`config.mk`:
```
export PLATFORM = sky130hd
export DESIGN_NAME = mfirlp_mac
export DESIGN_NICKNAME = d
export VERILOG_FILES = /design/src/rtl/mfirlp_pkg.sv /design/src/rtl/mfirlp_mac.sv
export SDC_FILE = /design/constraint.sdc
export NUM_CORES = 1
export LEC_CHECK = 0
export ABC_CLOCK_PERIOD_IN_PS = 8109
export BUFFER_PORTS_ARGS = -buffer_cell sky130_fd_sc_hd__buf_2
export CAP_MARGIN = 20
export CORE_UTILIZATION = 47
export CTS_BUF_LIST = sky130_fd_sc_hd__clkbuf_16
export DETAILED_ROUTE_END_ITERATION = 12
export GPL_ROUTABILITY_DRIVEN = 0
export SLEW_MARGIN = 20
export SYNTH_ARGS = -nofsm -noshare
export SYNTH_HDL_FRONTEND = slang
export SYNTH_SLANG_ARGS = --single-unit
```
`constraint.sdc`:
```
create_clock -name clk_i -period 8.11 [get_ports clk_i]
set_input_delay 0.4055 -clock clk_i [delete_from_list [all_inputs] [get_ports clk_i]]
set_output_delay 0.4055 -clock clk_i [all_outputs]
set_load 0.05 [all_outputs]
```
`src/rtl/mfirlp_pkg.sv`:
```
// Package with constants, coefficient table and shared types of the multichannel FIR.
package mfirlp_pkg;

  localparam int DEF_TAPS        = 81;
  localparam int DEF_CHANNELS    = 64;
  localparam int DEF_SAMPLE_BITS = 24;

  localparam int CHANNEL_BITS = 6;
  localparam int CIU_BITS     = 7;
  localparam logic [CIU_BITS-1:0] CIU_RESET = 7'd64;

  localparam int COEF_BITS = 18;
  localparam int FRAC_BITS = COEF_BITS - 1;
  localparam int TABLE_LEN = 81;
  localparam int TIDX_W    = 7;
  localparam int KIDX_W    = 8;

  // Low-pass coefficients in Q1.17, newest sample against entry 0.
  localparam logic signed [COEF_BITS-1:0] COEF_TABLE [TABLE_LEN] = '{
    18'sd58,    18'sd88,    18'sd120,   18'sd151,   18'sd179,
    18'sd200,   18'sd209,   18'sd203,   18'sd178,   18'sd131,
    18'sd60,    -18'sd36,   -18'sd155,  -18'sd295,  -18'sd449,
    -18'sd611,  -18'sd772,  -18'sd919,  -18'sd1040, -18'sd1122,
    -18'sd1152, -18'sd1116, -18'sd1002, -18'sd802,  -18'sd507,
    -18'sd115,  18'sd375,   18'sd956,   18'sd1622,  18'sd2357,
    18'sd3145,  18'sd3966,  18'sd4796,  18'sd5609,  18'sd6381,
    18'sd7086,  18'sd7699,  18'sd8201,  18'sd8572,  18'sd8800,
    18'sd8877,
    18'sd8800,  18'sd8572,  18'sd8201,  18'sd7699,  18'sd7086,
    18'sd6381,  18'sd5609,  18'sd4796,  18'sd3966,  18'sd3145,
    18'sd2357,  18'sd1622,  18'sd956,   18'sd375,   -18'sd115,
    -18'sd507,  -18'sd802,  -18'sd1002, -18'sd1116, -18'sd1152,
    -18'sd1122, -18'sd1040, -18'sd919,  -18'sd772,  -18'sd611,
    -18'sd449,  -18'sd295,  -18'sd155,  -18'sd36,   18'sd60,
    18'sd131,   18'sd178,   18'sd203,   18'sd209,   18'sd200,
    18'sd179,   18'sd151,   18'sd120,   18'sd88,    18'sd58
  };

  // Taps past the end of the table weigh zero.
  function automatic logic signed [COEF_BITS-1:0] coef_at(input logic [KIDX_W-1:0] k);
    logic signed [COEF_BITS-1:0] c;
    c = '0;
    if (k < KIDX_W'(TABLE_LEN)) begin
      c = COEF_TABLE[k[TIDX_W-1:0]];
    end
    return c;
  endfunction

  typedef struct packed {
    logic              clr;
    logic              en;
    logic [KIDX_W-1:0] k;
  } mac_ctl_t;

  typedef enum logic [2:0] {
    ST_CLEAR,
    ST_IDLE,
    ST_WRITE,
    ST_MAC,
    ST_DRAIN1,
    ST_DRAIN2,
    ST_FINISH
  } seq_state_e;

endpackage

```
`src/rtl/mfirlp_mac.sv`:
```
// Shared multiply-accumulate unit with rounding and saturation of the filter sum.
module mfirlp_mac
  import mfirlp_pkg::*;
#(
  parameter int TAPS        = DEF_TAPS,
  parameter int SAMPLE_BITS = DEF_SAMPLE_BITS
) (
  input  logic                          clk_i,
  input  logic                          rst_ni,
  input  mac_ctl_t                      ctl_i,
  input  logic signed [SAMPLE_BITS-1:0] data_i,
  output logic signed [SAMPLE_BITS-1:0] filtered_o
);

  localparam int PROD_W = SAMPLE_BITS + COEF_BITS;
  localparam int ACC_W  = PROD_W + $clog2(TAPS);
  localparam int RW     = ACC_W + 1;

  localparam logic signed [RW-1:0] RND  = RW'(1) <<< (FRAC_BITS - 1);
  localparam logic signed [RW-1:0] MAXV =
    {{(RW-SAMPLE_BITS+1){1'b0}}, {(SAMPLE_BITS-1){1'b1}}};
  localparam logic signed [RW-1:0] MINV =
    {{(RW-SAMPLE_BITS+1){1'b1}}, {(SAMPLE_BITS-1){1'b0}}};

  logic signed [PROD_W-1:0] prod_q;
  logic                     pvld_q;
  logic signed [ACC_W-1:0]  acc_q, acc_d;
  logic signed [RW-1:0]     rnd, shifted, sat;

  always_ff @(posedge clk_i or negedge rst_ni) begin
    if (!rst_ni) begin
      pvld_q <= 1'b0;
    end else begin
      pvld_q <= ctl_i.en;
    end
  end

  always_ff @(posedge clk_i) begin
    prod_q <= data_i * coef_at(ctl_i.k);
    acc_q  <= acc_d;
  end

  always_comb begin
    acc_d = acc_q;
    if (ctl_i.clr) begin
      acc_d = '0;
    end else if (pvld_q) begin
      acc_d = acc_q + ACC_W'(prod_q);
    end
  end

  // Round half up, drop the fraction bits, then saturate to the sample range.
  always_comb begin
    rnd     = RW'(acc_q) + RND;
    shifted = rnd >>> FRAC_BITS;
    sat     = shifted;
    if (shifted > MAXV) begin
      sat = MAXV;
    end else if (shifted < MINV) begin
      sat = MINV;
    end
  end

  assign filtered_o = sat[SAMPLE_BITS-1:0];

endmodule

```
# After elaboration in Yosys (flattened, before gate mapping)
# Memory sizes are Yosys's and may differ from the RTL's.
# Cells that the tools add are included.
# totals
input_bits	36
memories	1
reg_bits	92
rom_bits	2304
# op_classes
n_lt_le_gt_ge	4
multipliers	1
mux	5
n_bitwise	1
add_sub_neg	2
# mem_list
memory	depth	word_bits	read_ports	rd_ports_with_merged_regs	write_ports	line	source
(name not given)	128	18	1	0	0	mfirlp_pkg.sv:44	c = COEF_TABLE[k[TIDX_W-1:0]];
# op_table
cell	count
18-bit 2-to-1 mux	3
49-bit by 18-bit adder with 50-bit output (second input constant)	1
49-bit by 42-bit adder with 49-bit output	1
24-bit 2-to-1 mux	2
24-bit by 18-bit multiplier with 42-bit output	1
33-bit by 24-bit greater-than comparator with 1-bit output (second input constant)	1
33-bit by 24-bit less-than comparator with 1-bit output (second input constant)	1
8-bit >= comparator (second input constant)	1
8-bit by 7-bit less-than comparator with 1-bit output (second input constant)	1
7-bit NOT with 8-bit output	1

# Longest topological paths before layout
# depth
depth_word	6
depth_mapped	35
ltp_nobuf	34

# Least setup slack after synthesis
# Ideal clock, no wire load.
# synth_timing
path_type	in2reg
from	in ctl_i[0] (netlist name)
to	reg prod_q[41]
path_slack_ns	0.029
stages	32
required_time_ns	8.038
setup_ns	0.072
arrival_time_ns	8.009
path_cell_list	clkinv_1 > ha_1 > clkbuf_1 > o21ai_0 > a22oi_1 > a211oi_1 > a211o_1 > a21oi_1 > clkbuf_1 > nand2_1 > inv_1 > fa_1 > inv_1 > fa_1 > inv_1 > fa_1 > fa_1 > fa_1 > inv_1 > fa_1 > inv_1 > ha_1 > a21o_1 > a211oi_1 > nand2_1 > or3_1 > o21ai_1 > o21ai_1 > nor3_1 > o21bai_1 > a21oi_1 > xnor2_1
# synth_between
elab_chain_cells	6
elab_cells_between_ends	7
classes_between	mul (1); order compare (1); mux (3); bitwise (1); memory (1)
# synth_lines
item	line	source
from (decl)	mfirlp_mac.sv:10	input mac_ctl_t ctl_i,
7-bit NOT with 8-bit output (not written as such)	mfirlp_pkg.sv:44	
memory read 128 x 18 bit	n/a	
18-bit 2-to-1 mux (not written as such) (2 in a row)	mfirlp_pkg.sv:44	
18-bit 2-to-1 mux *	mfirlp_pkg.sv:43	if (k < KIDX_W'(TABLE_LEN)) begin
24-bit by 18-bit multiplier with 42-bit output *	mfirlp_mac.sv:39	prod_q <= data_i * coef_at(ctl_i.k);
to (signal assigned)	mfirlp_mac.sv:39	
to (decl)	mfirlp_mac.sv:25	logic signed [PROD_W-1:0] prod_q;
# Every way passes the cells marked *; elsewhere a longest branch is shown, timed or not. The select of a mux whose other input is x is not followed.
# A chain may end at the register's enable or synchronous reset.

# Worst setup path in the final report
# Same ends and word-level chain as after synthesis.

==> run_results.csv <==
group,metric,value,unit
hold_path,hp-class,"in2reg",
final_layout,nNetsFinal,3534,
synth,yosys.area_share.adder,45.58,%
critical_path,cp_top_family,"adder cells",
final_layout,drive_above_1_share,11.39,%
timing,worst_pin_slew,1.032,ns
synth,synth_mux_area_share,1.775,%
critical_path,path_max_fanout,11,
pwr,pwr-share-seq,11.7,%
global_routing,grt_pass1_vias,20290,
synth,avgSynthCellArea,8.327,um^2
timing,setup_slack,0.3549,ns
global_routing,grt_max_degree,76,
route,dr.pass1.iters,5,
critical_path,cp_data_arrival_time,7.99,ns
floorplan,dieArea,49930,um^2
route,num_vias,18920,
floorplan,core,48050,um^2
global_routing,grt_pass1_wl,101100,um
timing,hold_violations,0,
floorplan,ios,60,
global_routing,grt_antenna_before_repair,0,
synth,synth_most_common_cell,"inv_1",
floorplan,rows,80,
clocking,insertion_delay,0.36,ns
final_layout,regArea,1848,um^2
route,detail_route.vias_per_cell,5.359,
route,routed_wl,59470,um
synth,ys_async_sr_fraction,1.087,%
clocking,clkTransAtPathRegs,0.08,ns
pwr,pwr-share-clk,5.7,%
floorplan,initial_core_util,47.97,%
timing,slew_viol_final,0,
critical_path,slowest_delay,0.53,ns
synth,yosys-top-cells-count,"inv_1, fa_1, nand2_1",
final_layout,stdcell_count,3531,
pwr,sw_frac_of_total,52.64,%
synth,synth_top_family_by_area,"adder cells",
timing,clock_skew,0.01722,ns
pwr,p_switching,3.987,mW
synth,synth-warning-count,0,
synth,synthSimpleGateAreaFrac,17.46,%
pwr,p_leak,12.80,nW
clocking,numCtsBuffers,9,
place,io_buffer_count,59,
timing,slew-limit-headroom,31.01,%
place,dp_worst_setup_slack,-0.3610,ns
floorplan,die_w,223.5,um
final_layout,area_delta_synth_final,11.43,%
clocking,htreeDepth,3,
global_routing,grt_use_total,24.98,%
final_layout,antenna_cells,0,
global_routing,gr-total-overflow,0,
pwr,pwr-share-comb,82.6,%
pwr,powerDensity,294.9,nW/um^2
floorplan,die_h,223.5,um
synth,synth_edf_count,0,
timing,rsz0062_at_grt,"yes",
synth,synth-xor-area-share,3.952,%
clocking,cts_sinks,92,
critical_path,cp-start-kind,"input port",
timing,fin_setup_tns,0,ns
route,ant_nets,0,
critical_path,path_buf_inv,8,
synth,synth-seq-area-share,8.012,%
pwr,total_power,7.574,mW
synth,ys_types,85,
route,dr.first_iter.drc_count,1149,
route,drt-wirelength-per-cell,16.84,um
place,place.detailed.hpwl,49590,um
timing,fmax,0.1289,GHz
critical_path,slowest_stage,"fa_1",
final_layout,n_fill_cell,4532,
final_layout,final_util,53.46,%
final_layout,multi_input_area,18640,um^2
synth,yosys.area.top_type,"fa_1",
synth,ys_seq_elements,92,
synth,syn_nets,3391,
job,drv_cap,0,
critical_path,crit_top_cell,"fa_1",
pwr,p_int,3.587,mW
critical_path,worst_ep_required_time,8.34,ns
timing,period_share,95.62,%
clocking,cts.path.max_buffers,2,
synth,syn_inst,2768,
outcome,status,"finished, final reports clean",
synth,synth_ff_type,"dfxtp_1",
place,dp.cells,3510,
clocking,root_buffer,"clkbuf_16",
timing,setup_violations,0,
pwr,peakVddDrop,380.8,uV
synth,synth_compound_area_share,11.55,%
synth,synth_area_leaders,"fa_1, inv_1, ha_1",
clocking,cts_tree,"done",
synth,yosysTopAreaCellShare,36.56,%
critical_path,end_kind,"flop",
route,drc,0,
critical_path,worstSetupPathType,"in2reg",
timing,period_needed,7.755,ns
synth,netlist_area,23050,um^2
stage by stage:
step / cell area [um^2] / hold slack [ns]
final: 25680 / 0.1515
after global routing: 25680 / 0.1459
after CTS: 25560 / 0.1447
after detailed placement: 25250 / 0.1819
after global placement: 25250 / 0.1808
after floorplan: 23050 / 0.1099
power groups by stage:
stage	registers, mW	logic [mW]	clock network (mW)
3_3_place_gp	0.890	6.07	0
3_5_place_dp	0.892	6.20	0
5_1_grt	0.909	7.08	0.462
4_1_cts	0.884	6.24	0.442
6_report	0.885	6.26	0.430
2_1_floorplan	0.808	4.52	0
layer usage:
| metal | track usage [%] | up-vias | share of wire, % |
|---|---|---|---|
| met3 | 2.423 | 92 | 4.4 |
| met1 | 33.09 | 9429 | 44 |
| met4 | 6.209 | 0 | 2.2 |
| met2 | 43.78 | 473 | 49 |
| li1 | - | 8927 | - |
| met5 | 0 | - | 0 |
flip-flops by register name, summed over array words and instances, names as in the netlist:
register,count
acc_q,49
prod_q,42
pvld_q,1
logic make-up (layout without fill, tap and decap cells):
kind of cell,Yosys count,count (layout)
buffers and inverters,711,859
AND/OR/NAND/NOR,815,815
XOR/XNOR,104,104
adder cells (fa/ha/maj),587,587
multiplexers,37,37
AO/OA/AOI/OAI,422,422
flip-flops,92,92
final cells by class:
type / count / share of cell area (%)
inverter: 588 / 8.622
clock inverter: 7 / 0.2972
clock buffer: 9 / 0.8769
timing repair buffer: 255 / 7.424
sequential: 92 / 7.195
tap: 615 / 2.996
multi-input combinational: 1965 / 72.59
path summary, 6_finish.rpt:
check                              to       from  cells past startpoint  slack (ns)
max                        prod_q[41]   ctl_i[0]                     34        0.35
min                            pvld_q   ctl_i[8]                      1        0.15
max reg2reg                 acc_q[43]  prod_q[9]                     11        4.66
min reg2reg                  acc_q[4]   acc_q[4]                      2        0.47
max in group asynchronous      pvld_q     rst_ni                      2        7.67
min in group asynchronous      pvld_q     rst_ni                      2        0.35
cells in the final DEF, fill, tap and decap left out, types with 5 or more instances in the layout:
cell / instances
a21o_1: 32
and2_1: 180
and3_1: 12
dfxtp_1: 91
nor2b_1: 17
o21ai_0: 79
o22ai_1: 8
o311ai_0: 8
buf_2: 59
nand2_1: 272
and4_1: 5
a21oi_2: 5
a211oi_1: 27
nand4_1: 14
o21bai_1: 12
a21oi_1: 117
a31oi_1: 19
o221ai_1: 5
o31ai_1: 9
nor3b_1: 10
o21ai_1: 26
xnor2_1: 67
nor2_2: 5
nand2b_1: 25
or3_1: 13
buf_4: 184
nor3_1: 30
clkbuf_16: 9
nor2_1: 151
ha_1: 162
o21a_1: 13
fa_1: 421
o211ai_1: 10
mux2i_1: 33
nand3_1: 42
xor2_1: 37
inv_1: 585
buf_12: 11
what timing repair did:
| item | 4_1_cts | 5_1_grt |
|---|---|---|
| endpoints found under the hold margin | 1 | 0 |
| buffers inserted | 0 | 4 |
| endpoints found under the setup margin | 1 | 17 |
| cloned | 0 | 0 |
| hold buffers | 1 | 0 |
| pin swaps | 0 | 5 |
| gates resized for setup | 1 | 29 |
No activity file was read; power rests on OpenSTA's default activity.
